$ cat src/design/srde_pkg.sv
// package: types, constants and helper functions of the scaled radix digit encoder
`timescale 1ns / 1ps

package srde_pkg;

  // digit limits
  localparam logic [4:0] MAX_DIGITS     = 5'd19;
  localparam logic [4:0] DEFAULT_DIGITS = 5'd4;

  // 370 days in milliseconds
  localparam logic [63:0] SPAN_MS = 64'd370 * 64'd86400000;

  // last iteration of the serial units (one bit a cycle over 64 bits)
  localparam logic [5:0] ITER_LAST = 6'd63;

  // alphabet select codes
  localparam logic [2:0] SEL_LOWER     = 3'd0;
  localparam logic [2:0] SEL_UPPER     = 3'd1;
  localparam logic [2:0] SEL_DECIMAL   = 3'd2;
  localparam logic [2:0] SEL_HEX_LOWER = 3'd3;
  localparam logic [2:0] SEL_HEX_UPPER = 3'd4;

  // input and result items
  typedef struct packed {
    logic [2:0]  cmd;
    logic [63:0] value;
    logic [4:0]  digit_count;
  } srde_in_t;

  typedef struct packed {
    logic [6:0]  symbol;
    logic [4:0]  digit;
    logic        last;
    logic [34:0] step_width;
  } srde_out_t;

  // serial divider request and response
  typedef struct packed {
    logic        start;
    logic [63:0] dividend;
    logic [63:0] divisor;
  } div_req_t;

  typedef struct packed {
    logic        done;
    logic [63:0] quot;
    logic [63:0] rem;
  } div_rsp_t;

  // serial multiplier request and response
  typedef struct packed {
    logic        start;
    logic [63:0] mcand;
    logic [63:0] mplier;
  } mul_req_t;

  typedef struct packed {
    logic        done;
    logic [63:0] prod;
  } mul_rsp_t;

  // sequencer states
  typedef enum logic [2:0] {
    ST_IDLE,
    ST_RANGE,
    ST_WIDTH,
    ST_SCALE_DIV,
    ST_SCALE_MUL,
    ST_DIGIT,
    ST_EMIT
  } srde_state_t;

  // radix of an alphabet
  function automatic logic [4:0] radix_of(input logic [2:0] sel);
    logic [4:0] r;
    if (sel == SEL_LOWER || sel == SEL_UPPER) begin
      r = 5'd26;
    end else if (sel == SEL_DECIMAL) begin
      r = 5'd10;
    end else begin
      r = 5'd16;
    end
    return r;
  endfunction

  // largest digit count whose range fits in 64 bits
  function automatic logic [4:0] cap_of(input logic [2:0] sel);
    logic [4:0] c;
    if (sel == SEL_LOWER || sel == SEL_UPPER) begin
      c = 5'd13;
    end else if (sel == SEL_DECIMAL) begin
      c = 5'd19;
    end else begin
      c = 5'd15;
    end
    return c;
  endfunction

  // ascii symbol of a digit
  function automatic logic [6:0] symbol_of(input logic [2:0] sel, input logic [4:0] d);
    logic [6:0] s;
    logic [6:0] d7;
    d7 = {2'b00, d};
    if (sel == SEL_LOWER) begin
      s = 7'h61 + d7;
    end else if (sel == SEL_UPPER) begin
      s = 7'h41 + d7;
    end else if (d < 5'd10) begin
      s = 7'h30 + d7;
    end else if (sel == SEL_HEX_LOWER) begin
      s = 7'h61 + d7 - 7'd10;
    end else if (sel == SEL_HEX_UPPER) begin
      s = 7'h41 + d7 - 7'd10;
    end else begin
      s = 7'h30 + d7;
    end
    return s;
  endfunction

endpackage

$ cat src/design/scaled_radix_digit_encoder.sv
// top level: sequencer, digit store and output register of the scaled radix digit encoder
//
//   channel | ports                           | moves
//   --------+---------------------------------+-------------------------------------
//   input   | in_valid, in_ready, in_data     | cmd, value, digit_count
//   result  | out_valid, out_ready, out_data  | symbol, digit, last, step_width
//
// One item at a time. An item with count n digits forms the range by repeated multiplication,
// then divides for the step width, scales the value (divide or multiply), divides once per
// digit and emits n symbols; the divisions share the one-bit-a-cycle 64-bit divider.
// An item with an unknown alphabet is taken and dropped and gives no result.
// Reset is synchronous and active low and clears the sequencer and the output valid.
// A stalled result holds in the output register; the next item is taken once the last
// symbol of the current one has moved into that register.
`timescale 1ns / 1ps

module scaled_radix_digit_encoder (
  input  logic                clk,
  input  logic                rst_n,
  input  logic                in_valid,
  output logic                in_ready,
  input  srde_pkg::srde_in_t  in_data,
  output logic                out_valid,
  input  logic                out_ready,
  output srde_pkg::srde_out_t out_data
);
  import srde_pkg::*;

  srde_state_t state_r, state_nxt;
  logic [2:0]  sel_r, sel_nxt;
  logic [63:0] val_r, val_nxt;
  logic [4:0]  count_r, count_nxt;
  logic [63:0] range_r, range_nxt;
  logic [4:0]  rcnt_r, rcnt_nxt;
  logic        span_ge_r, span_ge_nxt;
  logic [34:0] width_r, width_nxt;
  logic [4:0]  idx_r, idx_nxt;
  logic [4:0]  digs_r [MAX_DIGITS];
  logic [4:0]  digs_nxt [MAX_DIGITS];
  srde_out_t   out_r, out_nxt;
  logic        out_valid_r, out_valid_nxt;

  div_req_t    div_req;
  div_rsp_t    div_rsp;
  mul_req_t    mul_req;
  mul_rsp_t    mul_rsp;

  logic [4:0]  radix;
  logic [4:0]  req_count;
  logic [4:0]  cap;
  logic [4:0]  emit_pos;
  logic [4:0]  emit_digit;
  logic        emit_last;
  logic        out_free;

  // shared arithmetic units
  srde_div u_div (
    .clk   (clk),
    .rst_n (rst_n),
    .req   (div_req),
    .rsp   (div_rsp)
  );

  srde_mul u_mul (
    .clk   (clk),
    .rst_n (rst_n),
    .req   (mul_req),
    .rsp   (mul_rsp)
  );

  assign radix      = radix_of(sel_r);
  assign emit_pos   = count_r - 5'd1 - idx_r;
  assign emit_digit = digs_r[emit_pos];
  assign emit_last  = (idx_r == count_r - 5'd1);
  assign out_free   = !out_valid_r || out_ready;
  assign in_ready   = (state_r == ST_IDLE);

  // requested digit count, defaulted and clamped
  always_comb begin
    cap       = cap_of(in_data.cmd);
    req_count = (in_data.digit_count == 5'd0) ? DEFAULT_DIGITS : in_data.digit_count;
    if (req_count > cap) begin
      req_count = cap;
    end
    if (req_count > MAX_DIGITS) begin
      req_count = MAX_DIGITS;
    end
  end

  // sequencer next state and datapath control
  always_comb begin
    state_nxt     = state_r;
    sel_nxt       = sel_r;
    val_nxt       = val_r;
    count_nxt     = count_r;
    range_nxt     = range_r;
    rcnt_nxt      = rcnt_r;
    span_ge_nxt   = span_ge_r;
    width_nxt     = width_r;
    idx_nxt       = idx_r;
    digs_nxt      = digs_r;
    out_nxt       = out_r;
    out_valid_nxt = out_valid_r && !out_ready;
    div_req       = '0;
    mul_req       = '0;
    unique case (state_r)
      ST_IDLE: begin
        if (in_valid && in_data.cmd <= SEL_HEX_UPPER) begin
          sel_nxt   = in_data.cmd;
          val_nxt   = in_data.value;
          count_nxt = req_count;
          range_nxt = 64'd1;
          rcnt_nxt  = '0;
          state_nxt = ST_RANGE;
        end
      end
      // range = radix^count, one factor a cycle
      ST_RANGE: begin
        if (rcnt_r != count_r) begin
          range_nxt = 64'(range_r * {59'd0, radix});
          rcnt_nxt  = rcnt_r + 5'd1;
        end else begin
          span_ge_nxt   = (SPAN_MS >= range_r);
          div_req.start = 1'b1;
          if (SPAN_MS >= range_r) begin
            div_req.dividend = SPAN_MS;
            div_req.divisor  = range_r;
          end else begin
            div_req.dividend = range_r;
            div_req.divisor  = SPAN_MS;
          end
          state_nxt = ST_WIDTH;
        end
      end
      // step width, or the scale factor when the range exceeds the span
      ST_WIDTH: begin
        if (div_rsp.done) begin
          if (span_ge_r) begin
            width_nxt        = div_rsp.quot[34:0];
            div_req.start    = 1'b1;
            div_req.dividend = val_r;
            div_req.divisor  = div_rsp.quot;
            state_nxt        = ST_SCALE_DIV;
          end else begin
            width_nxt      = 35'd1;
            mul_req.start  = 1'b1;
            mul_req.mcand  = val_r;
            mul_req.mplier = div_rsp.quot;
            state_nxt      = ST_SCALE_MUL;
          end
        end
      end
      ST_SCALE_DIV: begin
        if (div_rsp.done) begin
          div_req.start    = 1'b1;
          div_req.dividend = div_rsp.quot;
          div_req.divisor  = {59'd0, radix};
          idx_nxt          = '0;
          state_nxt        = ST_DIGIT;
        end
      end
      ST_SCALE_MUL: begin
        if (mul_rsp.done) begin
          div_req.start    = 1'b1;
          div_req.dividend = mul_rsp.prod;
          div_req.divisor  = {59'd0, radix};
          idx_nxt          = '0;
          state_nxt        = ST_DIGIT;
        end
      end
      // digits least significant first, one division each
      ST_DIGIT: begin
        if (div_rsp.done) begin
          digs_nxt[idx_r] = div_rsp.rem[4:0];
          if (idx_r == count_r - 5'd1) begin
            idx_nxt   = '0;
            state_nxt = ST_EMIT;
          end else begin
            idx_nxt          = idx_r + 5'd1;
            div_req.start    = 1'b1;
            div_req.dividend = div_rsp.quot;
            div_req.divisor  = {59'd0, radix};
          end
        end
      end
      // symbols most significant first into the output register
      ST_EMIT: begin
        if (out_free) begin
          out_nxt.symbol     = symbol_of(sel_r, emit_digit);
          out_nxt.digit      = emit_digit;
          out_nxt.last       = emit_last;
          out_nxt.step_width = width_r;
          out_valid_nxt      = 1'b1;
          idx_nxt            = idx_r + 5'd1;
          if (emit_last) begin
            state_nxt = ST_IDLE;
          end
        end
      end
      default: begin
        state_nxt = ST_IDLE;
      end
    endcase
  end

  // registers
  always_ff @(posedge clk) begin
    if (!rst_n) begin
      state_r     <= ST_IDLE;
      out_valid_r <= 1'b0;
    end else begin
      state_r     <= state_nxt;
      out_valid_r <= out_valid_nxt;
    end
    sel_r     <= sel_nxt;
    val_r     <= val_nxt;
    count_r   <= count_nxt;
    range_r   <= range_nxt;
    rcnt_r    <= rcnt_nxt;
    span_ge_r <= span_ge_nxt;
    width_r   <= width_nxt;
    idx_r     <= idx_nxt;
    digs_r    <= digs_nxt;
    out_r     <= out_nxt;
  end

  assign out_valid = out_valid_r;
  assign out_data  = out_r;

endmodule

$ cat src/design/srde_div.sv
// serial restoring divider, one quotient bit a cycle
`timescale 1ns / 1ps

module srde_div (
  input  logic               clk,
  input  logic               rst_n,
  input  srde_pkg::div_req_t req,
  output srde_pkg::div_rsp_t rsp
);
  import srde_pkg::*;

  logic [63:0] rem_r, rem_nxt;
  logic [63:0] quo_r, quo_nxt;
  logic [63:0] dvs_r, dvs_nxt;
  logic [5:0]  cnt_r, cnt_nxt;
  logic        busy_r, busy_nxt;
  logic        done_r, done_nxt;
  logic [64:0] trial;
  logic [64:0] diff;
  logic        ge;

  // one shift, compare and subtract step
  always_comb begin
    trial    = {rem_r, quo_r[63]};
    ge       = (trial >= {1'b0, dvs_r});
    diff     = trial - {1'b0, dvs_r};
    rem_nxt  = rem_r;
    quo_nxt  = quo_r;
    dvs_nxt  = dvs_r;
    cnt_nxt  = cnt_r;
    busy_nxt = busy_r;
    done_nxt = 1'b0;
    if (req.start) begin
      rem_nxt  = '0;
      quo_nxt  = req.dividend;
      dvs_nxt  = req.divisor;
      cnt_nxt  = '0;
      busy_nxt = 1'b1;
    end else if (busy_r) begin
      rem_nxt = ge ? diff[63:0] : trial[63:0];
      quo_nxt = {quo_r[62:0], ge};
      cnt_nxt = cnt_r + 6'd1;
      if (cnt_r == ITER_LAST) begin
        busy_nxt = 1'b0;
        done_nxt = 1'b1;
      end
    end
  end

  // registers
  always_ff @(posedge clk) begin
    if (!rst_n) begin
      busy_r <= 1'b0;
      done_r <= 1'b0;
      cnt_r  <= '0;
    end else begin
      busy_r <= busy_nxt;
      done_r <= done_nxt;
      cnt_r  <= cnt_nxt;
    end
    rem_r <= rem_nxt;
    quo_r <= quo_nxt;
    dvs_r <= dvs_nxt;
  end

  assign rsp.done = done_r;
  assign rsp.quot = quo_r;
  assign rsp.rem  = rem_r;

endmodule

$ cat src/design/srde_mul.sv
// serial shift-add multiplier, product modulo 2^64
`timescale 1ns / 1ps

module srde_mul (
  input  logic               clk,
  input  logic               rst_n,
  input  srde_pkg::mul_req_t req,
  output srde_pkg::mul_rsp_t rsp
);
  import srde_pkg::*;

  logic [63:0] acc_r, acc_nxt;
  logic [63:0] mcand_r, mcand_nxt;
  logic [63:0] mplier_r, mplier_nxt;
  logic [5:0]  cnt_r, cnt_nxt;
  logic        busy_r, busy_nxt;
  logic        done_r, done_nxt;

  // one multiplier bit a cycle
  always_comb begin
    acc_nxt    = acc_r;
    mcand_nxt  = mcand_r;
    mplier_nxt = mplier_r;
    cnt_nxt    = cnt_r;
    busy_nxt   = busy_r;
    done_nxt   = 1'b0;
    if (req.start) begin
      acc_nxt    = '0;
      mcand_nxt  = req.mcand;
      mplier_nxt = req.mplier;
      cnt_nxt    = '0;
      busy_nxt   = 1'b1;
    end else if (busy_r) begin
      if (mplier_r[0]) begin
        acc_nxt = acc_r + mcand_r;
      end
      mcand_nxt  = {mcand_r[62:0], 1'b0};
      mplier_nxt = {1'b0, mplier_r[63:1]};
      cnt_nxt    = cnt_r + 6'd1;
      if (cnt_r == ITER_LAST) begin
        busy_nxt = 1'b0;
        done_nxt = 1'b1;
      end
    end
  end

  // registers
  always_ff @(posedge clk) begin
    if (!rst_n) begin
      busy_r <= 1'b0;
      done_r <= 1'b0;
      cnt_r  <= '0;
    end else begin
      busy_r <= busy_nxt;
      done_r <= done_nxt;
      cnt_r  <= cnt_nxt;
    end
    acc_r    <= acc_nxt;
    mcand_r  <= mcand_nxt;
    mplier_r <= mplier_nxt;
  end

  assign rsp.done = done_r;
  assign rsp.prod = acc_r;

endmodule
$ cat config.mk
export PLATFORM = sky130hd
export DESIGN_NAME = scaled_radix_digit_encoder
export DESIGN_NICKNAME = d
export VERILOG_FILES = /design/src/design/srde_pkg.sv /design/src/design/scaled_radix_digit_encoder.sv /design/src/design/srde_div.sv /design/src/design/srde_mul.sv
export SDC_FILE = /design/constraint.sdc
export NUM_CORES = 2
export LEC_CHECK = 0
export ABC_AREA = 1
export BUFFER_PORTS_ARGS = -buffer_cell sky130_fd_sc_hd__buf_2
export CAP_MARGIN = 20
export CORE_ASPECT_RATIO = 1.1
export CORE_MARGIN = 2
export CORE_UTILIZATION = 57
export CTS_CLUSTER_SIZE = 24
export DETAILED_ROUTE_END_ITERATION = 16
export PLACE_DENSITY = 0.85
export SYNTH_ARGS = -nofsm -noshare
export SYNTH_HDL_FRONTEND = slang
export SYNTH_SLANG_ARGS = --single-unit
$ cat constraint.sdc
create_clock -name clk -period 15.5 [get_ports clk]
set_input_delay 0.775 -clock clk [delete_from_list [all_inputs] [get_ports clk]]
set_output_delay 0.775 -clock clk [all_outputs]
set_load 0.03 [all_outputs]
Yosys cells after proc, flatten, opt, wreduce, memory -nomap -nowiden:

Cells that the tools add are included.
W data, S select, Z words.

* register bits after elaboration: 729
* logic and storage cells: 201

* $mul: 1
* equality and inequality tests: 28
* reductions and logical operators: 30
* mux-type cells: 69
* $lt $le $gt $ge: 9
* add/sub/neg operators: 13
* bitwise logic cells: 6

Operators by type and width (number)
* $mux W129: 10
* $pmux W129 S5: 1
* $mux W64: 9
* $mux W128: 1
* $pmux W64 S2: 1
* $bwmux W95: 1
* $mux W5: 16
* $ge A65 B64 Y1: 1
* $add A64 B64 Y64: 1
* $ge A35 B64 Y1 const A: 1
* $mul A64 B5 Y64: 1
* $sub A64 B64 Y64: 1
* $mux W7: 5
* $mux W3: 10
* $bmux W5 S5: 1
* $demux W5 S5: 1
* $pmux W3 S7: 1
* $pmux W5 S4: 1
* $eq A3 B2 Y1 const B: 5
* $sub A7 B4 Y7 const B: 2
* $add A6 B1 Y6 const B: 2
* $eq A3 B3 Y1 const B: 4
* $eq A6 B6 Y1 const B: 2
* $ge A6 B6 Y1 const B: 2
* other kinds (35): 76

Logic depth before layout (Yosys ltp):

* depth after elaboration: 13
* depth in mapped cells: 28
* depth with buffers taken out: 26

By module:

Synthesis repeated with hierarchy kept, for this count alone.

* cell total of the unflattened synthesis: 7181
* area, all modules: 51858.5 um^2

By module, submodules not included
* scaled_radix_digit_encoder: area an instance 23563.8 um^2, instances 1, cells an instance 2808
* srde_div: area an instance 14322.5 um^2, instances 1, cells an instance 2180
* srde_mul: area an instance 13972.2 um^2, instances 1, cells an instance 2193

Worst setup path after synthesis:

No wires, ideal clock.

* path type: flip-flop to flip-flop
* from: reg state_r[1]
* to: reg u_mul.mcand_r[0] (enable)
* stages on the path, launching flop included: 13
* library setup time: 0.491 ns
* slack: 8.685 ns
* path buffers: 2
* arrival time: 6.323 ns
* cell sequence: dfxtp_1 inv_2 nor2_1 inv_1 nor2_1 inv_2 nor2_1 clkinv_1 nor2_1 inv_1 clkbuf_1 clkbuf_1 nand2_1

* longest elaborated chain between the ends: 3

Ends and longest elaborated chain
* start: declaration: RTL line scaled_radix_digit_encoder.sv:29 `srde_state_t state_r, state_nxt;`
* start signal: assignment: RTL line scaled_radix_digit_encoder.sv:212 `state_r <= state_nxt;`
* $eq A3 B2 Y1: RTL line scaled_radix_digit_encoder.sv:106 `unique case (state_r)`
* $mux W129: RTL line scaled_radix_digit_encoder.sv:106
* $reduce_bool A2 Y1 (no line)
* end signal: assignment: RTL line srde_mul.sv:59 `mcand_r <= mcand_nxt;`
* end: declaration: RTL line srde_mul.sv:13 `logic [63:0] mcand_r, mcand_nxt;`

Every way passes these cells.
A chain may end at the register's enable or synchronous reset.

Worst setup path after layout:

* from: reg sel_r[0]
* to: reg range_r[52] (data pin)

* longest elaborated chain between the ends: 6
* elaborated cells on any way between the ends: 9

Ends and longest elaborated chain
* start: declaration: RTL line scaled_radix_digit_encoder.sv:30 `logic [2:0] sel_r, sel_nxt;`
* start signal: assignment: RTL line scaled_radix_digit_encoder.sv:215 `sel_r <= sel_nxt;`
* $eq A3 B2 Y1, or another cell as far along: RTL line srde_pkg.sv:78 `end else if (sel == SEL_DECIMAL) begin`
* $mux W5 / $logic_or A1 B1 Y1 (equally long branches): RTL line srde_pkg.sv:78, srde_pkg.sv:76
* $mux W5 *: RTL line srde_pkg.sv:76 `if (sel == SEL_LOWER || sel == SEL_UPPER) begin`
* $mul A64 B5 Y64 *: RTL line scaled_radix_digit_encoder.sv:120 `range_nxt = 64'(range_r * {59'd0, radix});`
* $mux W64 *: RTL line scaled_radix_digit_encoder.sv:119 `if (rcnt_r != count_r) begin`
* $pmux W64 S2 *: RTL line scaled_radix_digit_encoder.sv:106
* end signal: assignment: RTL line scaled_radix_digit_encoder.sv:218 `range_r <= range_nxt;`
* end: declaration: RTL line scaled_radix_digit_encoder.sv:33 `logic [63:0] range_r, range_nxt;`

Mark *: on every way between the ends. The rest lies on a longest branch, timed or not. The select of a mux whose other input is x is not followed.

==> flow_metrics.env <==
export IMPL_syn_cell_area_um2=47000
export IMPL_final_layout_size_suffix_gt1_frac=0.0606
export IMPL_synth_edf_count=581
export IMPL_cts_made_buffers=76
export IMPL_port_buffer_count=125
export IMPL_powerDensity_nw_per_um2=142
export IMPL_finalCritPeriodShare=0.415
export IMPL_place_congestion=1.04
export IMPL_rows=110
export IMPL_insertion_delay_ns=0.66
export IMPL_synth_warnings=0
export IMPL_crit_path_cell_trace="nand2_1 -> inv_1 -> nor2_1 -> inv_2 -> buf_4 -> nor2_1 -> ha_1 -> fa_1 -> ha_1 -> ha_1 -> a21oi_1 -> o21ai_0 -> a21oi_1 -> o21ai_0 -> a21oi_1 -> o21ai_1 -> nand3_1 -> nand2_1 -> o21ai_0 -> a21oi_1"
export IMPL_cp_end_kind="register"
export IMPL_nets=6302
export IMPL_stdcell_area_um2=51200
export IMPL_cp_max_fo=59
export IMPL_power_total_mw=7.25
export IMPL_ant_nets=0
export IMPL_top_register="digs_r"
export IMPL_critPathMaxStageDelay_ns=0.90
export IMPL_io_pins=126
export IMPL_synth_largest_area_cell="edfxtp_1"
export IMPL_yosysSeqAreaShare=0.434
export IMPL_first_iter_violations=4913
export IMPL_grt_pass1_wl_um=221000
export IMPL_synth_top_area_frac=0.371
export IMPL_dieArea_um2=84800
export IMPL_required_ns=15.89
export IMPL_final_common_cell="nand2_1"
export IMPL_hpwl_um=109000
export IMPL_totalWireLength_um=143000
export IMPL_worstMarginPinSlew_ns=1.21
export IMPL_grt_usage=0.335
export IMPL_num_fill_cells=6945
export IMPL_area_growth_pct=8.83
export IMPL_die_w_um=278
export IMPL_syn_num_nets=6243
export IMPL_synth_main_ff_cell="edfxtp_1"
export IMPL_route_vias_total=41109
export IMPL_fin_crit_ns=6.42
export IMPL_wl_per_cell_um=20.5
export IMPL_largest_reg_flops=95
export IMPL_peakVddDrop_v=0.000127
export IMPL_antenna_found_initial=1
export IMPL_status="complete, no violations"
export IMPL_ctsHoldBuffers=0
export IMPL_cts_htree_levels=3
export IMPL_layout_common_cells="1303 x nand2_1, 765 x inv_1, 652 x nor2_1"
export IMPL_worst_hold_path_type="in -> reg"
export IMPL_syn_avg_cell_area_um2=8.13
export IMPL_maxSlewViolCount=0
export IMPL_drv_cap=0
export IMPL_synth_area_top_cells="edfxtp_1 37%, nand2_1 10%, ha_1 8.6%"
export IMPL_die_height_um=305
export IMPL_placed_cell_area_um2=48500
export IMPL_finClkSkew_ns=0.0340
export IMPL_leakage_nw=22.6
export IMPL_clock_tree_root_cell="clkbuf_16"
export IMPL_via_per_inst=5.90
export IMPL_cts_resized=0
export IMPL_tns_ns=0
export IMPL_synthArstFlopShare=0
export IMPL_critPathArrivalTime_ns=6.81
export IMPL_max_freq_mhz=156
export IMPL_cts_path_max_buffers=3
export IMPL_crit_path_top_delay_cell="nor2_1"
export IMPL_synth_distinct_cells=59
export IMPL_multi_input_area_um2=22900
export IMPL_grt_overflow=0
export IMPL_relSlewSlack=0.189
export IMPL_rsz0062_at_grt="false"
export IMPL_grt_pass1_vias=39574
export IMPL_setup_viol=0
export IMPL_core_area_um2=81800
export IMPL_regArea_um2=20400
export IMPL_start_util=0.575
export IMPL_synth_cells=5783
export IMPL_postCtsSetupBuffers=0
export IMPL_clock_sinks=729
export IMPL_cts_tree="yes"
export IMPL_clk_pin_slew_ns=0.07
export IMPL_crit_type="reg -> reg"
export IMPL_finalHoldViolCount=0
export IMPL_first_pass_iters=9
export IMPL_path_common_cell="a21oi_1"
export IMPL_synth_seq_cells=729
export IMPL_drc_errors=0
export IMPL_grt_max_degree=107
export IMPL_start_kind="register"
[synthesized netlist by cell type, types with 2 or more instances]
cell      count
nand2_1    1305
inv_1       769
nor2_1      658
edfxtp_1    581
a21oi_1     396
nand3_1     331
ha_1        323
o21ai_0     323
dfxtp_1     148
clkbuf_1     86
nand3b_1     68
a22oi_1      63
o211ai_1     62
fa_1         61
xor2_1       53
nor3_1       49
o21ai_1      49
xnor2_1      49
buf_2        48
a31oi_1      40
a21o_1       37
nand4_1      37
inv_2        34
o21bai_1     30
buf_1        22
nor4_1       19
o22ai_1      19
o21a_1       17
a21boi_0     12
buf_6        12
a211oi_1      9
a221oi_1      8
buf_4         7
nor2_2        7
o221ai_1      7
or2_2         7
a31o_2        4
clkinv_1      3
nand2_2       3
nor3b_1       3
o31ai_1       3
nor3b_2       2
nor4_2        2
or2_1         2
[cell families after synthesis]
kind of cell | count (synthesis) | share of synthesized area
AO/OA/AOI/OAI | 1091 | 0.133
XOR/XNOR | 102 | 0.0190
adder cells (fa/ha/maj) | 384 | 0.112
buffers and inverters | 981 | 0.0821
flip-flops | 729 | 0.434
AND/OR/NAND/NOR | 2496 | 0.220
[layout make-up]
class	instances	area share
multi-input cells	4073	0.447
flip-flops and latches	729	0.399
inverters	806	0.0592
clock buffers	98	0.0410
well taps	1064	0.0260
repair buffers	156	0.0168
clock inverters	44	0.0114
diodes	2	0.0000978
[critical path, delay by kind of cell (launching register included)]
family / cells / cell delay [ns]
AO/OA/AOI/OAI: 8 / 2.03
buffers and inverters: 3 / 0.65
AND/OR/NAND/NOR: 5 / 1.53
flip-flops: 1 / 0.47
adder cells (fa/ha/maj): 4 / 1.43
[per-layer routing]
metal | GRT usage | share of wire
met3 | 0.0573 | 0.089
met4 | 0.203 | 0.067
met2 | 0.546 | 0.46
met1 | 0.417 | 0.38
met5 | 0 | 0.000084
[power by group]
part / switching (mW) / internal, mW / leakage [nW]
registers: 0.203 / 2.34 / 6.63
logic: 1.88 / 0.876 / 14.7
clock network: 0.823 / 1.12 / 1.28
[final timing paths]
| check | from | end | slack, ns | depth (start not counted) |
|---|---|---|---|---|
| setup / recovery | sel_r[0] | range_r[52] | 9.08 | 20 |
| hold / removal | in_data[32] | val_r[27] | 0.28 | 1 |
| hold reg to reg | width_r[32] | out_data[32] | 0.39 | 0 |
| setup reg to reg | sel_r[0] | range_r[52] | 9.08 | 20 |
[stage by stage]
step / hold WS [ns] / utilization / cells / setup WS (ns)
2_1_floorplan: 0.400 / - / 5783 / 8.69
3_5_place_dp: 0.405 / 0.593 / 6828 / 9.43
5_1_grt: 0.264 / 0.626 / 6970 / 8.93
4_1_cts: 0.246 / 0.626 / 6970 / 9.38
3_3_place_gp: 0.403 / 0.593 / 6828 / 9.69
6_report: 0.284 / 0.626 / 6972 / 9.08
Note: power is estimated with default switching activity, not from simulation.
